File: src/hdl/point_cloud_quantile_outlier_filter_assert.svh
// assertion macros for the quantile outlier filter
// used by the top level only
`ifndef POINT_CLOUD_QUANTILE_OUTLIER_FILTER_ASSERT_SVH
`define POINT_CLOUD_QUANTILE_OUTLIER_FILTER_ASSERT_SVH
// implication checked on every clock edge outside reset
`define PQ_ASSERT_IMPL(label, clk, rst_n, ante, cons, msg) \
    label: assert property (@(posedge clk) disable iff (!rst_n) (ante) |-> (cons)) \
        else $error(msg);
// implication whose consequent is checked in the cycle after the antecedent
`define PQ_ASSERT_NEXT(label, clk, rst_n, ante, cons, msg) \
    label: assert property (@(posedge clk) disable iff (!rst_n) (ante) |=> (cons)) \
        else $error(msg);
`endif

File: src/hdl/pcqof_pkg.sv
// package for the quantile outlier filter: payload types, sizes
// no dependencies
package pcqof_pkg;
    localparam int MaxPoints  = 64;
    localparam int CoordBits  = 16;
    localparam int IdxW       = $clog2(MaxPoints);
    localparam int CntW       = $clog2(MaxPoints + 1);
    localparam int SumW       = CoordBits + IdxW;
    localparam int DistW      = 2 * CoordBits + 2;
    localparam int QfW        = 16;
    localparam logic [QfW-1:0] QfReset = 16'd58982;

    typedef struct packed {
        logic signed [CoordBits-1:0] coord_x;
        logic signed [CoordBits-1:0] coord_y;
        logic signed [CoordBits-1:0] coord_z;
        logic                        set_end;
    } t_in_item;

    typedef struct packed {
        logic signed [CoordBits-1:0] kept_x;
        logic signed [CoordBits-1:0] kept_y;
        logic signed [CoordBits-1:0] kept_z;
        logic                        empty_set;
        logic                        overflowed;
        logic                        final_result;
    } t_out_item;

    // descriptor of a closed set, handed from the front to the back
    typedef struct packed {
        logic [CntW-1:0]        count;
        logic                   ovf;
        logic signed [SumW-1:0] sx;
        logic signed [SumW-1:0] sy;
        logic signed [SumW-1:0] sz;
    } t_set_desc;
endpackage

File: src/hdl/pcqof_front.sv
// front end: stores points, sums axes, closes a set on set_end
// depends on pcqof_pkg
module pcqof_front import pcqof_pkg::*; (
    input  logic                  i_clk,
    input  logic                  i_rst_n,
    input  logic                  i_valid,
    output logic                  o_stall,
    input  t_in_item              i_data,
    output logic                  o_desc_valid,
    input  logic                  i_desc_stall,
    output t_set_desc             o_desc,
    output logic                  o_wr_en,
    output logic [IdxW-1:0]       o_wr_addr,
    output logic [3*CoordBits-1:0] o_wr_data
);
    logic [CntW-1:0]        r_count;
    logic                   r_ovf;
    logic signed [SumW-1:0] r_sx, r_sy, r_sz;
    logic                   r_dvalid;
    t_set_desc              r_desc;
    logic                   w_acc, w_room;

    // no new points while a set waits or the back end still reads the point store
    assign o_stall   = r_dvalid || i_desc_stall;
    assign w_acc     = i_valid && !o_stall;
    assign w_room    = (r_count < CntW'(MaxPoints));
    assign o_wr_en   = w_acc && w_room;
    assign o_wr_addr = r_count[IdxW-1:0];
    assign o_wr_data = {i_data.coord_x, i_data.coord_y, i_data.coord_z};
    assign o_desc_valid = r_dvalid;
    assign o_desc       = r_desc;

    always_ff @(posedge i_clk) begin
        if (!i_rst_n) begin
            r_count  <= '0;
            r_ovf    <= 1'b0;
            r_sx     <= '0;
            r_sy     <= '0;
            r_sz     <= '0;
            r_dvalid <= 1'b0;
        end else begin
            if (r_dvalid && !i_desc_stall) begin
                r_dvalid <= 1'b0;
            end
            if (w_acc) begin
                if (i_data.set_end) begin
                    r_dvalid     <= 1'b1;
                    r_desc.count <= w_room ? r_count + 1'b1 : r_count;
                    r_desc.ovf   <= r_ovf || !w_room;
                    r_desc.sx    <= w_room ? r_sx + SumW'(i_data.coord_x) : r_sx;
                    r_desc.sy    <= w_room ? r_sy + SumW'(i_data.coord_y) : r_sy;
                    r_desc.sz    <= w_room ? r_sz + SumW'(i_data.coord_z) : r_sz;
                    r_count <= '0;
                    r_ovf   <= 1'b0;
                    r_sx    <= '0;
                    r_sy    <= '0;
                    r_sz    <= '0;
                end else if (w_room) begin
                    r_count <= r_count + 1'b1;
                    r_sx    <= r_sx + SumW'(i_data.coord_x);
                    r_sy    <= r_sy + SumW'(i_data.coord_y);
                    r_sz    <= r_sz + SumW'(i_data.coord_z);
                end else begin
                    r_ovf <= 1'b1;
                end
            end
        end
    end
endmodule

File: config.mk
export PLATFORM = sky130hd
export DESIGN_NAME = pcqof_front
export DESIGN_NICKNAME = d
export VERILOG_FILES = /design/src/hdl/point_cloud_quantile_outlier_filter_assert.svh /design/src/hdl/pcqof_pkg.sv /design/src/hdl/pcqof_front.sv
export SDC_FILE = /design/constraint.sdc
export NUM_CORES = 1
export LEC_CHECK = 0
export BUFFER_PORTS_ARGS = -buffer_cell sky130_fd_sc_hd__buf_2
export CAP_MARGIN = 20
export CORE_ASPECT_RATIO = 1.2
export CORE_MARGIN = 1.5
export CORE_UTILIZATION = 30
export DETAILED_ROUTE_END_ITERATION = 7
export HOLD_SLACK_MARGIN = 0.06
export PLACE_DENSITY_LB_ADDON = 0.15
export SLEW_MARGIN = 20
export SYNTH_ARGS = -nofsm -noshare
export SYNTH_HDL_FRONTEND = slang
export SYNTH_SLANG_ARGS = --single-unit
File: constraint.sdc
create_clock -name i_clk -period 3.5 [get_ports i_clk]
set_clock_uncertainty 0.15 [all_clocks]
set_input_delay 0.175 -clock i_clk [delete_from_list [all_inputs] [get_ports i_clk]]
set_output_delay 0.175 -clock i_clk [all_outputs]
set_load 0.01 [all_outputs]
==> run_results.csv, run 1 <==
group,metric,value,unit
outcome,run_status,"completed",
final_layout,antenna_cells,0,
placed_design,place.detailed.hpwl,17800,um
clock_network,cts_tree,"yes",
drt,drtIter0Drc,348,
power_and_ir_drop,leakage,4.42,nW
logic_synthesis,synth_fp_nets,1124,
floorplanning,dieWidth,164,um
floorplanning,io_pins,184,
logic_synthesis,syn_area,9280,um^2
clock_network,htreeDepth,4,
min_path,min_path_type,"input pin to register",
clock_network,post_cts_resized,0,
grt,overflow,0,
worst_setup_path,endpoint,"o_desc[64]",
logic_synthesis,ys_ff_latch,149,
grt,antenna_found_initial,0,
logic_synthesis,synth_top_flop_cell,"dfxtp_1",
final_layout,area_growth,17.9,%
logic_synthesis,avgSynthCellArea,9.24,um^2
timing,period_needed,2.92,ns
floorplanning,fp.coreArea,30500,um^2
worst_setup_path,critPathCaptureType,"register",
worst_setup_path,r2r-end,"o_desc[64]",
floorplanning,dieArea,32000,um^2
timing,finalHoldViolations,0,
clock_network,cts_sinks,149,
logic_synthesis,synth_edf_count,74,
power_and_ir_drop,intPower,0.00350,W
logic_synthesis,synth_top_area_share,23.9,%
drt,post-route-drc-count,0,
power_and_ir_drop,switching_share,25.7,%
timing,period_share,83.5,%
grt,track_usage,16.1,%
worst_setup_path,rr_startpoint,"r_sx[0]",
timing,setup-tns-final,0,ns
worst_setup_path,critPathMaxStageDelay,0.52,ns
power_and_ir_drop,comb_power_share,14.5,%
clock_network,cts_root_buffer,"clkbuf_16",
final_layout,fin_nets,1246,
worst_setup_path,path_cells,"dlygate4sd3_1 > buf_2 > ha_1 > inv_1 > fa_1 > nand2b_1 > a21o_1 > a2111oi_2 > o21ai_1 > a31o_2 > xor2_1 > o21ai_1",
drt,drtAntennaViolNets,0,
logic_synthesis,yosysWarnings,0,
worst_setup_path,cp_common_cell,"o21ai_1",
clock_network,post_cts.repair.setup_buffers,0,
worst_setup_path,cp.arrival,2.94,ns
logic_synthesis,yosysTopAreaCell,"edfxtp_1",
placed_design,portBuffers,183,
grt,grt_pass1_vias,7507,
clock_network,cts.hold.buffers_added,4,
logic_synthesis,synth_cell_types,71,
power_and_ir_drop,max-vdd-ir-drop,0.234,mV
power_and_ir_drop,seqPwrFrac,41.0,%
drt,vias,7514,
logic_synthesis,synth_area_leaders,"edfxtp_1, dfxtp_1, ha_1",
drt,via_per_inst,4.90,
clock_network,cts_made_buffers,17,
logic_synthesis,synth_seq_area_share,40.1,%
timing,tightestPinTransition,0.502,ns
drt,wl_per_cell,16.3,um
worst_setup_path,cp_slowest_cell,"dlygate4sd3_1",
timing,slew_viol_final,0,
flow_run,maxCapViolCount,0,
drt,finalWirelength,25000,um
worst_setup_path,reg2reg_slack,0.59,ns
timing,rsz0062_at_grt,"false",
worst_setup_path,critPathKind,"input pin to register",
min_path,holdPathStages,3,
final_layout,fin_util,35.9,%
clock_network,clk_latency,0.43,ns
worst_setup_path,rr_worst_depth,10,
timing,fmax,0.342,GHz
clock_network,cts_buffer_depth,2,
grt,grt_max_degree,84,
floorplanning,rows,70,
floorplanning,start_util,30.4,%
logic_synthesis,async_reset_ff_share,0,%
worst_setup_path,crit_start,"i_data[33]",
worst_setup_path,crit_required,3.51,ns
clock_network,clk_pin_slew,0.06,ns
power_and_ir_drop,pwr-share-clk,44.5,%
drt,firstDrtPassIters,4,
final_layout,drive_above_1_share,22.2,%
worst_setup_path,critPathMaxFanout,3,
logic_synthesis,syn_inst,1004,
floorplanning,fp.dieH,196,um
timing,finalSetupViolations,0,
timing,relSlewSlack,66.5,%
power_and_ir_drop,switchingPower,0.00121,W
placed_design,gp_congestion,0.813,
worst_setup_path,start_kind,"input pin",
power_and_ir_drop,power.density,430,nW/um^2
grt,grt_pass1_wl,39900,um
[cells in the final DEF (no fill, tap or decap), drive strengths merged, types with 7 or more instances in the layout]
cell,synthesis,routed
nand2b,9,9
o21ai,116,116
clkbuf,30,20
o21a,10,10
o211ai,12,12
and2,9,9
nand3,16,16
a211oi,9,9
dfxtp,75,75
a21oi,63,63
xnor2,24,24
and3,10,10
nand3b,7,7
inv,16,16
a31oi,8,8
xor2,35,35
a21o,28,28
edfxtp,74,74
a21boi,8,8
ha,64,64
buf,66,195
nand2,129,129
nor2b,33,33
nand4,7,7
nor2,45,45
mux2,8,8
a22oi,21,21
[synthesized netlist by cell type, types with 9 or more instances]
library cell    n
buf_2          11
edfxtp_1       74
xnor2_1        24
o211ai_1       12
and3_1         10
dfxtp_1        75
o21a_1         10
o21ai_0       106
inv_1          16
nand3_1        16
and2_1          9
xor2_1         35
nand2b_1        9
nor2_1         45
nor2b_1        32
a21o_1         28
nand2_1       129
clkbuf_1       28
a22oi_1        21
buf_4          54
ha_1           64
a21oi_1        62
[cell families (layout without fill, tap and decap cells)]
| logic type | Yosys count | in the layout | share of synthesized area [%] |
|---|---|---|---|
| compound gates | 319 | 319 | 22.1 |
| xor+xnor | 59 | 59 | 5.57 |
| fa+ha+maj | 67 | 67 | 9.28 |
| buf+inv | 112 | 247 | 6.89 |
| flops | 149 | 149 | 40.1 |
| mux | 14 | 14 | 1.62 |
| simple gates | 284 | 284 | 14.4 |
[metrics by stage]
stage | hold slack [ns] | power [W] | worst slack (ns) | cell area (um^2) | cells
5_1_grt | 0.0845 | 0.00494 | 0.388 | 10900 | 1535
4_1_cts | 0.0671 | 0.00478 | 0.571 | 10900 | 1535
6_report | 0.0832 | 0.00470 | 0.578 | 10900 | 1535
3_5_place_dp | 0.316 | 0.00265 | 0.590 | 10200 | 1499
3_3_place_gp | 0.312 | 0.00265 | 0.600 | 10200 | 1499
2_1_floorplan | 0.181 | 0.00246 | 0.0447 | 9280 | 1004
[power groups by stage]
stage | sequential (W) | clock (W) | combinational, W
after floorplan | 0.00197 | 0 | 0.000492
after global placement | 0.00196 | 0 | 0.000684
after detailed placement | 0.00197 | 0 | 0.000685
after CTS | 0.00193 | 0.00216 | 0.000694
after global routing | 0.00193 | 0.00223 | 0.000774
final | 0.00193 | 0.00209 | 0.000684
[per-layer routing]
metal,share of wire (%),track usage [%],wire length [um],vias up
li1,-,-,-,3834
met5,0,0,0,-
met4,1.7,4.71,427,0
met1,45,19.8,11300,3504
met2,50,28.5,12400,154
met3,3.6,2.96,896,22
[final cells by class]
class / instances / area, um^2
Timing Repair Buffer: 199 / 1070
Tap cell: 396 / 495
Clock buffer: 20 / 467
Fill cell: 3196 / 19500
Sequential cell: 149 / 3730
Clock inverter: 12 / 200
Inverter: 16 / 60.1
Multi-Input combinational cell: 743 / 4920
[state kept, by name, indices dropped and copies added (netlist names)]
signal	flops
r_count	7
o_desc	74
r_sx	22
o_desc_valid	1
r_sy	22
r_ovf	1
r_sz	22
[critical path, delay by kind of cell]
kind / cells / cell delay (ns)
AOI/OAI and AO/OA: 5 / 1.18
xor gates and xnor gates: 1 / 0.13
adders and majority gates: 2 / 0.57
buffers and inverters: 3 / 0.69
and+or+nand+nor: 1 / 0.17
[worst min path at each step]
stage	slack, ns	start	to
after floorplan	0.18	i_desc_stall	o_desc_valid
after global placement	0.31	r_ovf	r_ovf
after detailed placement	0.32	r_sy[18]	r_sy[18]
after CTS	0.07	i_data[1]	o_desc[0]
after global routing	0.08	i_data[1]	o_desc[0]
final	0.08	i_data[1]	o_desc[0]
(Power assumes the default switching activity.)
==> run 2, diff against run 1 <==
==> constraint.sdc (replaced) <==
create_clock -name i_clk -period 2.5 [get_ports i_clk]
set_clock_uncertainty 0.15 [all_clocks]
set_input_delay 0.125 -clock i_clk [delete_from_list [all_inputs] [get_ports i_clk]]
set_output_delay 0.125 -clock i_clk [all_outputs]
set_load 0.01 [all_outputs]
==> run_results.csv, run 2 (synthesis gave the netlist of run 1 again) <==
group,metric,value,unit
placed_design,gp_congestion,0.823,
worst_setup_path,crit_required,2.53,ns
grt,grt_max_degree,35,
final_layout,antenna_cells,0,
final_layout,fin_util,39.9,%
placed_design,place.detailed.hpwl,19000,um
timing,period_needed,2.58,ns
timing,slew_viol_final,0,
clock_network,clk_latency,0.44,ns
clock_network,htreeDepth,4,
final_layout,fin_nets,1343,
final_layout,largest_reg_flops,74,
clock_network,cts_made_buffers,17,
worst_setup_path,critPathCaptureType,"register",
power_and_ir_drop,leakage,5.00,nW
drt,wl_per_cell,16.2,um
worst_setup_path,critPathKind,"register to register",
placed_design,dp.cells,1580,
grt,antenna_found_initial,0,
drt,via_per_inst,4.88,
timing,fin_ws,-0.0791,ns
final_layout,layout_common_cells,"buf_2, nand2_1, buf_4",
drt,drtIter0Drc,342,
grt,overflow,0,
outcome,violations,"negative setup slack",
drt,drtAntennaViolNets,0,
final_layout,regArea,3730,um^2
final_layout,fin_area,12200,um^2
outcome,run_status,"finished, violations left",
floorplanning,fp.coreArea,30500,um^2
final_layout,final_common_cell,"buf_2",
drt,firstDrtPassIters,4,
worst_setup_path,cp.arrival,2.61,ns
floorplanning,dieArea,32000,um^2
grt,track_usage,17.0,%
min_path,min_path_type,"input pin to register",
timing,timing.hold.ws,0.0798,ns
floorplanning,io_pins,184,
timing,finalHoldViolations,0,
timing,tightestPinTransition,0.476,ns
grt,grt_pass1_vias,7903,
drt,post-route-drc-count,0,
final_layout,area_growth,31.1,%
timing,fmax,0.388,GHz
worst_setup_path,critPathMaxFanout,3,
clock_network,cts_sinks,149,
timing,rsz0062_at_grt,"true",
floorplanning,rows,70,
placed_design,dpl_cell_area,10900,um^2
clock_network,cts_root_buffer,"clkbuf_16",
final_layout,drive_above_1_share,33.0,%
timing,relSlewSlack,67.9,%
timing,finalSetupViolations,7,
drt,vias,7959,
clock_network,cts_buffer_depth,2,
clock_network,cts_tree,"yes",
floorplanning,dieWidth,164,um
final_layout,fin_cells,1632,
power_and_ir_drop,max-vdd-ir-drop,0.266,mV
clock_network,clk_pin_slew,0.06,ns
floorplanning,fp.dieH,196,um
flow_run,maxCapViolCount,0,
drt,finalWirelength,26400,um
placed_design,portBuffers,183,
timing,period_share,103,%
final_layout,multiInputGateArea,5360,um^2
worst_setup_path,start_kind,"register",
grt,grt_pass1_wl,41900,um
floorplanning,start_util,30.4,%
power_and_ir_drop,power.density,561,nW/um^2
final_layout,fill_cells,3089,
## run 2: changes by cell type in the layout (fill, tap and decap cells not counted), moves of 4 or more
cell           before  now
o21ai_2             2    6
o31ai_1             5    1
a211oi_1            8    4
ha_2                0    5
o21ai_1             8   24
a21oi_1            62   52
ha_1               64   50
o21ai_0           106   85
ha_4                0    9
a21oi_2             1   10
buf_4              10   97
dlygate4sd3_1       4    9
## run 2: metal layers
metal  global-route usage, %  up-vias  share of wire [%]
met5                       0        -                  0
met3                    2.79       16                2.8
met2                    31.1      134                 52
met1                    20.2     3767                 45
met4                    4.58        0                1.0
li1                        -     4042                  -
## run 2: worst max-delay path, cell delays in order, from the launching register on
cell,delay [ns]
dfxtp_2,0.35
ha_4,0.14
inv_2,0.03
fa_2,0.33
nand2b_4,0.15
a21o_4,0.22
a2111oi_4,0.37
buf_4,0.17
o21a_1,0.10
nor2_1,0.04
xor2_1,0.19
o21ai_1,0.07
## run 2: path summary, 6_finish.rpt
check | to | slack (ns) | cells past startpoint | startpoint
setup / recovery | o_desc[60] | -0.08 | 11 | r_sx[0]
hold / removal | r_sz[21] | 0.08 | 3 | i_data[16]
setup reg to reg | o_desc[60] | -0.08 | 11 | r_sx[0]
hold reg to reg | r_sz[16] | 0.32 | 2 | r_sz[16]
## run 2: layout make-up
class                   count  share of cell area, %
multi-input cells         743                   44.0
inverters                  16                  0.494
well taps                 396                   4.07
repair buffers            296                   15.2
clock inverters            10                   1.64
clock buffers              22                   3.90
flip-flops and latches    149                   30.7
## run 2: report_power, final
group / leakage [nW] / switching (W) / internal (W)
Combinational: 3.39 / 0.000634 / 0.000516
Sequential: 1.28 / 0.0000425 / 0.00266
Clock: 0.332 / 0.00103 / 0.00194
## run 2: metrics by stage
step	total power [W]	setup slack [ns]	setup TNS, ns
final	0.00683	-0.0791	-0.326
after global routing	0.00715	-0.203	-2.35
after global placement	0.00381	-0.197	-2.10
after CTS	0.00687	-0.105	-0.496
after floorplan	0.00345	-0.0000544	-0.0000544
after detailed placement	0.00381	-0.223	-2.04
## run 2: repair_timing
item,in CTS,in global routing
pin swaps,23,41
endpoints found under the setup margin,34,53
endpoints found under the hold margin,20,0
setup buffers,9,4
hold buffers,9,0
gates resized for setup,27,71
==> run 3, diff against run 2 <==
--- a/config.mk
+++ b/config.mk
@@ -13,7 +13,9 @@
 export DETAILED_ROUTE_END_ITERATION = 7
 export HOLD_SLACK_MARGIN = 0.06
 export PLACE_DENSITY_LB_ADDON = 0.15
+export RECOVER_POWER = 25
 export SLEW_MARGIN = 20
 export SYNTH_ARGS = -nofsm -noshare
 export SYNTH_HDL_FRONTEND = slang
 export SYNTH_SLANG_ARGS = --single-unit
+export TNS_END_PERCENT = 100
==> run_results.csv, run 3 (synthesis gave the netlist of run 1 again) <==
group,metric,value,unit
outcome,run_status,"finished, violations left",
outcome,violations,"negative setup slack",
drt,via_per_inst,4.87,
power_and_ir_drop,pwr-share-clk,43.7,%
timing,period_share,103,%
timing,relSlewSlack,60.6,%
drt,post-route-drc-count,0,
power_and_ir_drop,power.density,565,nW/um^2
worst_setup_path,path_cells,"ha_4 > inv_2 > fa_2 > nand2b_4 > a21o_4 > a2111oi_4 > buf_4 > o21a_1 > nor2_1 > xor2_1 > o21ai_1",
clock_network,clk_latency,0.44,ns
final_layout,fin_area,12100,um^2
placed_design,dpl_cell_area,10900,um^2
flow_run,maxCapViolCount,0,
floorplanning,start_util,30.4,%
worst_setup_path,critPathKind,"register to register",
final_layout,drive_above_1_share,26.8,%
floorplanning,dieWidth,164,um
final_layout,regArea,3730,um^2
floorplanning,fp.coreArea,30500,um^2
clock_network,clk_pin_slew,0.06,ns
final_layout,fin_nets,1343,
drt,drtIter0Drc,332,
timing,finalSetupViolations,7,
clock_network,cts_sinks,149,
grt,track_usage,17.0,%
power_and_ir_drop,intPower,0.00510,W
timing,finalHoldViolations,0,
worst_setup_path,critPathMaxFanout,3,
worst_setup_path,rr_worst_depth,11,
placed_design,dp.cells,1580,
worst_setup_path,critPathMaxStageDelay,0.37,ns
grt,grt_pass1_vias,7903,
drt,firstDrtPassIters,4,
worst_setup_path,critPathCaptureType,"register",
power_and_ir_drop,max-vdd-ir-drop,0.265,mV
final_layout,fill_cells,3129,
clock_network,cts_tree,"yes",
timing,tightestPinTransition,0.591,ns
placed_design,gp_congestion,0.823,
final_layout,layout_common_cells,"nand2_1, buf_2, buf_4",
floorplanning,dieArea,32000,um^2
timing,fmax,0.388,GHz
placed_design,place.detailed.hpwl,19000,um
min_path,min_path_type,"input pin to register",
clock_network,htreeDepth,4,
worst_setup_path,r2r-end,"o_desc[60]",
final_layout,area_growth,30.0,%
floorplanning,fp.dieH,196,um
final_layout,final_common_cell,"nand2_1",
min_path,holdPathStages,4,
power_and_ir_drop,fin_total_pwr,0.00682,W
min_path,holdPathEnd,"r_sz[8]",
drt,wl_per_cell,16.2,um
final_layout,fin_cells,1632,
min_path,min_from,"i_data[9]",
worst_setup_path,crit_required,2.53,ns
grt,antenna_found_initial,0,
worst_setup_path,cp_slowest_cell,"a2111oi_4",
worst_setup_path,reg2reg_slack,-0.08,ns
power_and_ir_drop,seqPwrFrac,39.6,%
final_layout,antenna_cells,0,
floorplanning,rows,70,
drt,drtAntennaViolNets,0,
worst_setup_path,rr_startpoint,"r_sx[0]",
drt,vias,7945,
grt,grt_max_degree,35,
grt,grt_pass1_wl,41900,um
clock_network,cts_root_buffer,"clkbuf_16",
power_and_ir_drop,comb_power_share,16.7,%
grt,overflow,0,
timing,slew_viol_final,0,
timing,fin_ws,-0.0759,ns
final_layout,multiInputGateArea,5360,um^2
worst_setup_path,cp_top_family,"compound AO/OA/AOI/OAI gates",
clock_network,cts_buffer_depth,2,
power_and_ir_drop,switching_share,25.1,%
placed_design,portBuffers,183,
worst_setup_path,start_kind,"register",
worst_setup_path,path_buf_inv,2,
timing,rsz0062_at_grt,"true",
timing,period_needed,2.58,ns
drt,finalWirelength,26500,um
power_and_ir_drop,leakage,4.79,nW
floorplanning,io_pins,184,
power_and_ir_drop,switchingPower,0.00171,W
clock_network,cts_made_buffers,17,
worst_setup_path,cp.arrival,2.60,ns
final_layout,largest_reg_flops,74,
## run 3: layout make-up
class	instances	area share, %
multi-input combinational	743	44.4
sequential	149	30.9
timing repair buffer	296	14.5
tap	396	4.11
clock buffer	22	3.93
clock inverter	10	1.65
inverter	16	0.498
## run 3: how the worst max path moves through the flow
stage	startpoint	to	slack (ns)	cells after the start
floorplan	r_sx[0]	o_desc[64]	-0.00005	10
global placement	r_sx[0]	o_desc[64]	-0.20	10
detailed placement	r_sx[0]	o_desc[64]	-0.22	10
CTS	r_sx[0]	o_desc[60]	-0.11	11
global route	r_sx[0]	o_desc[60]	-0.20	11
finish	r_sx[0]	o_desc[60]	-0.08	11
## run 3: metrics by stage
step	setup WS, ns	hold WS [ns]	TNS [ns]	util (%)
floorplan	-0.0000544	0.131	-0.0000544	-
global placement	-0.197	0.259	-2.10	35.8
detailed placement	-0.223	0.267	-2.04	35.8
CTS	-0.105	0.0942	-0.496	38.9
global route	-0.203	0.139	-2.36	39.6
finish	-0.0759	0.102	-0.316	39.6
## run 3: worst min-delay path: stages
cell and delay (ns):
buf_2 0.11, ha_4 0.16, xnor2_1 0.13, o21ai_0 0.09
## run 3: repair_timing
item / 4_1_cts / 5_1_grt
hold buffers: 9 / 0
setup endpoints to repair: 34 / 53
gates resized for setup: 27 / 71
setup buffers: 9 / 4
pin swaps: 23 / 41
hold endpoints to repair: 20 / 0
## run 3: routing by layer
metal	track usage, %	wire [um]	up-vias
met5	0	0	-
met4	4.58	252	0
met3	2.79	805	14
met2	31.1	13700	140
met1	20.2	11700	3755
li1	-	-	4036
## run 3: power groups by stage
stage          Combinational, W  Clock, W  Sequential [W]
2_1_floorplan          0.000694         0         0.00276
3_3_place_gp            0.00106         0         0.00275
3_5_place_dp            0.00106         0         0.00275
4_1_cts                 0.00111   0.00306         0.00270
5_1_grt                 0.00127   0.00315         0.00271
6_report                0.00114   0.00298         0.00270
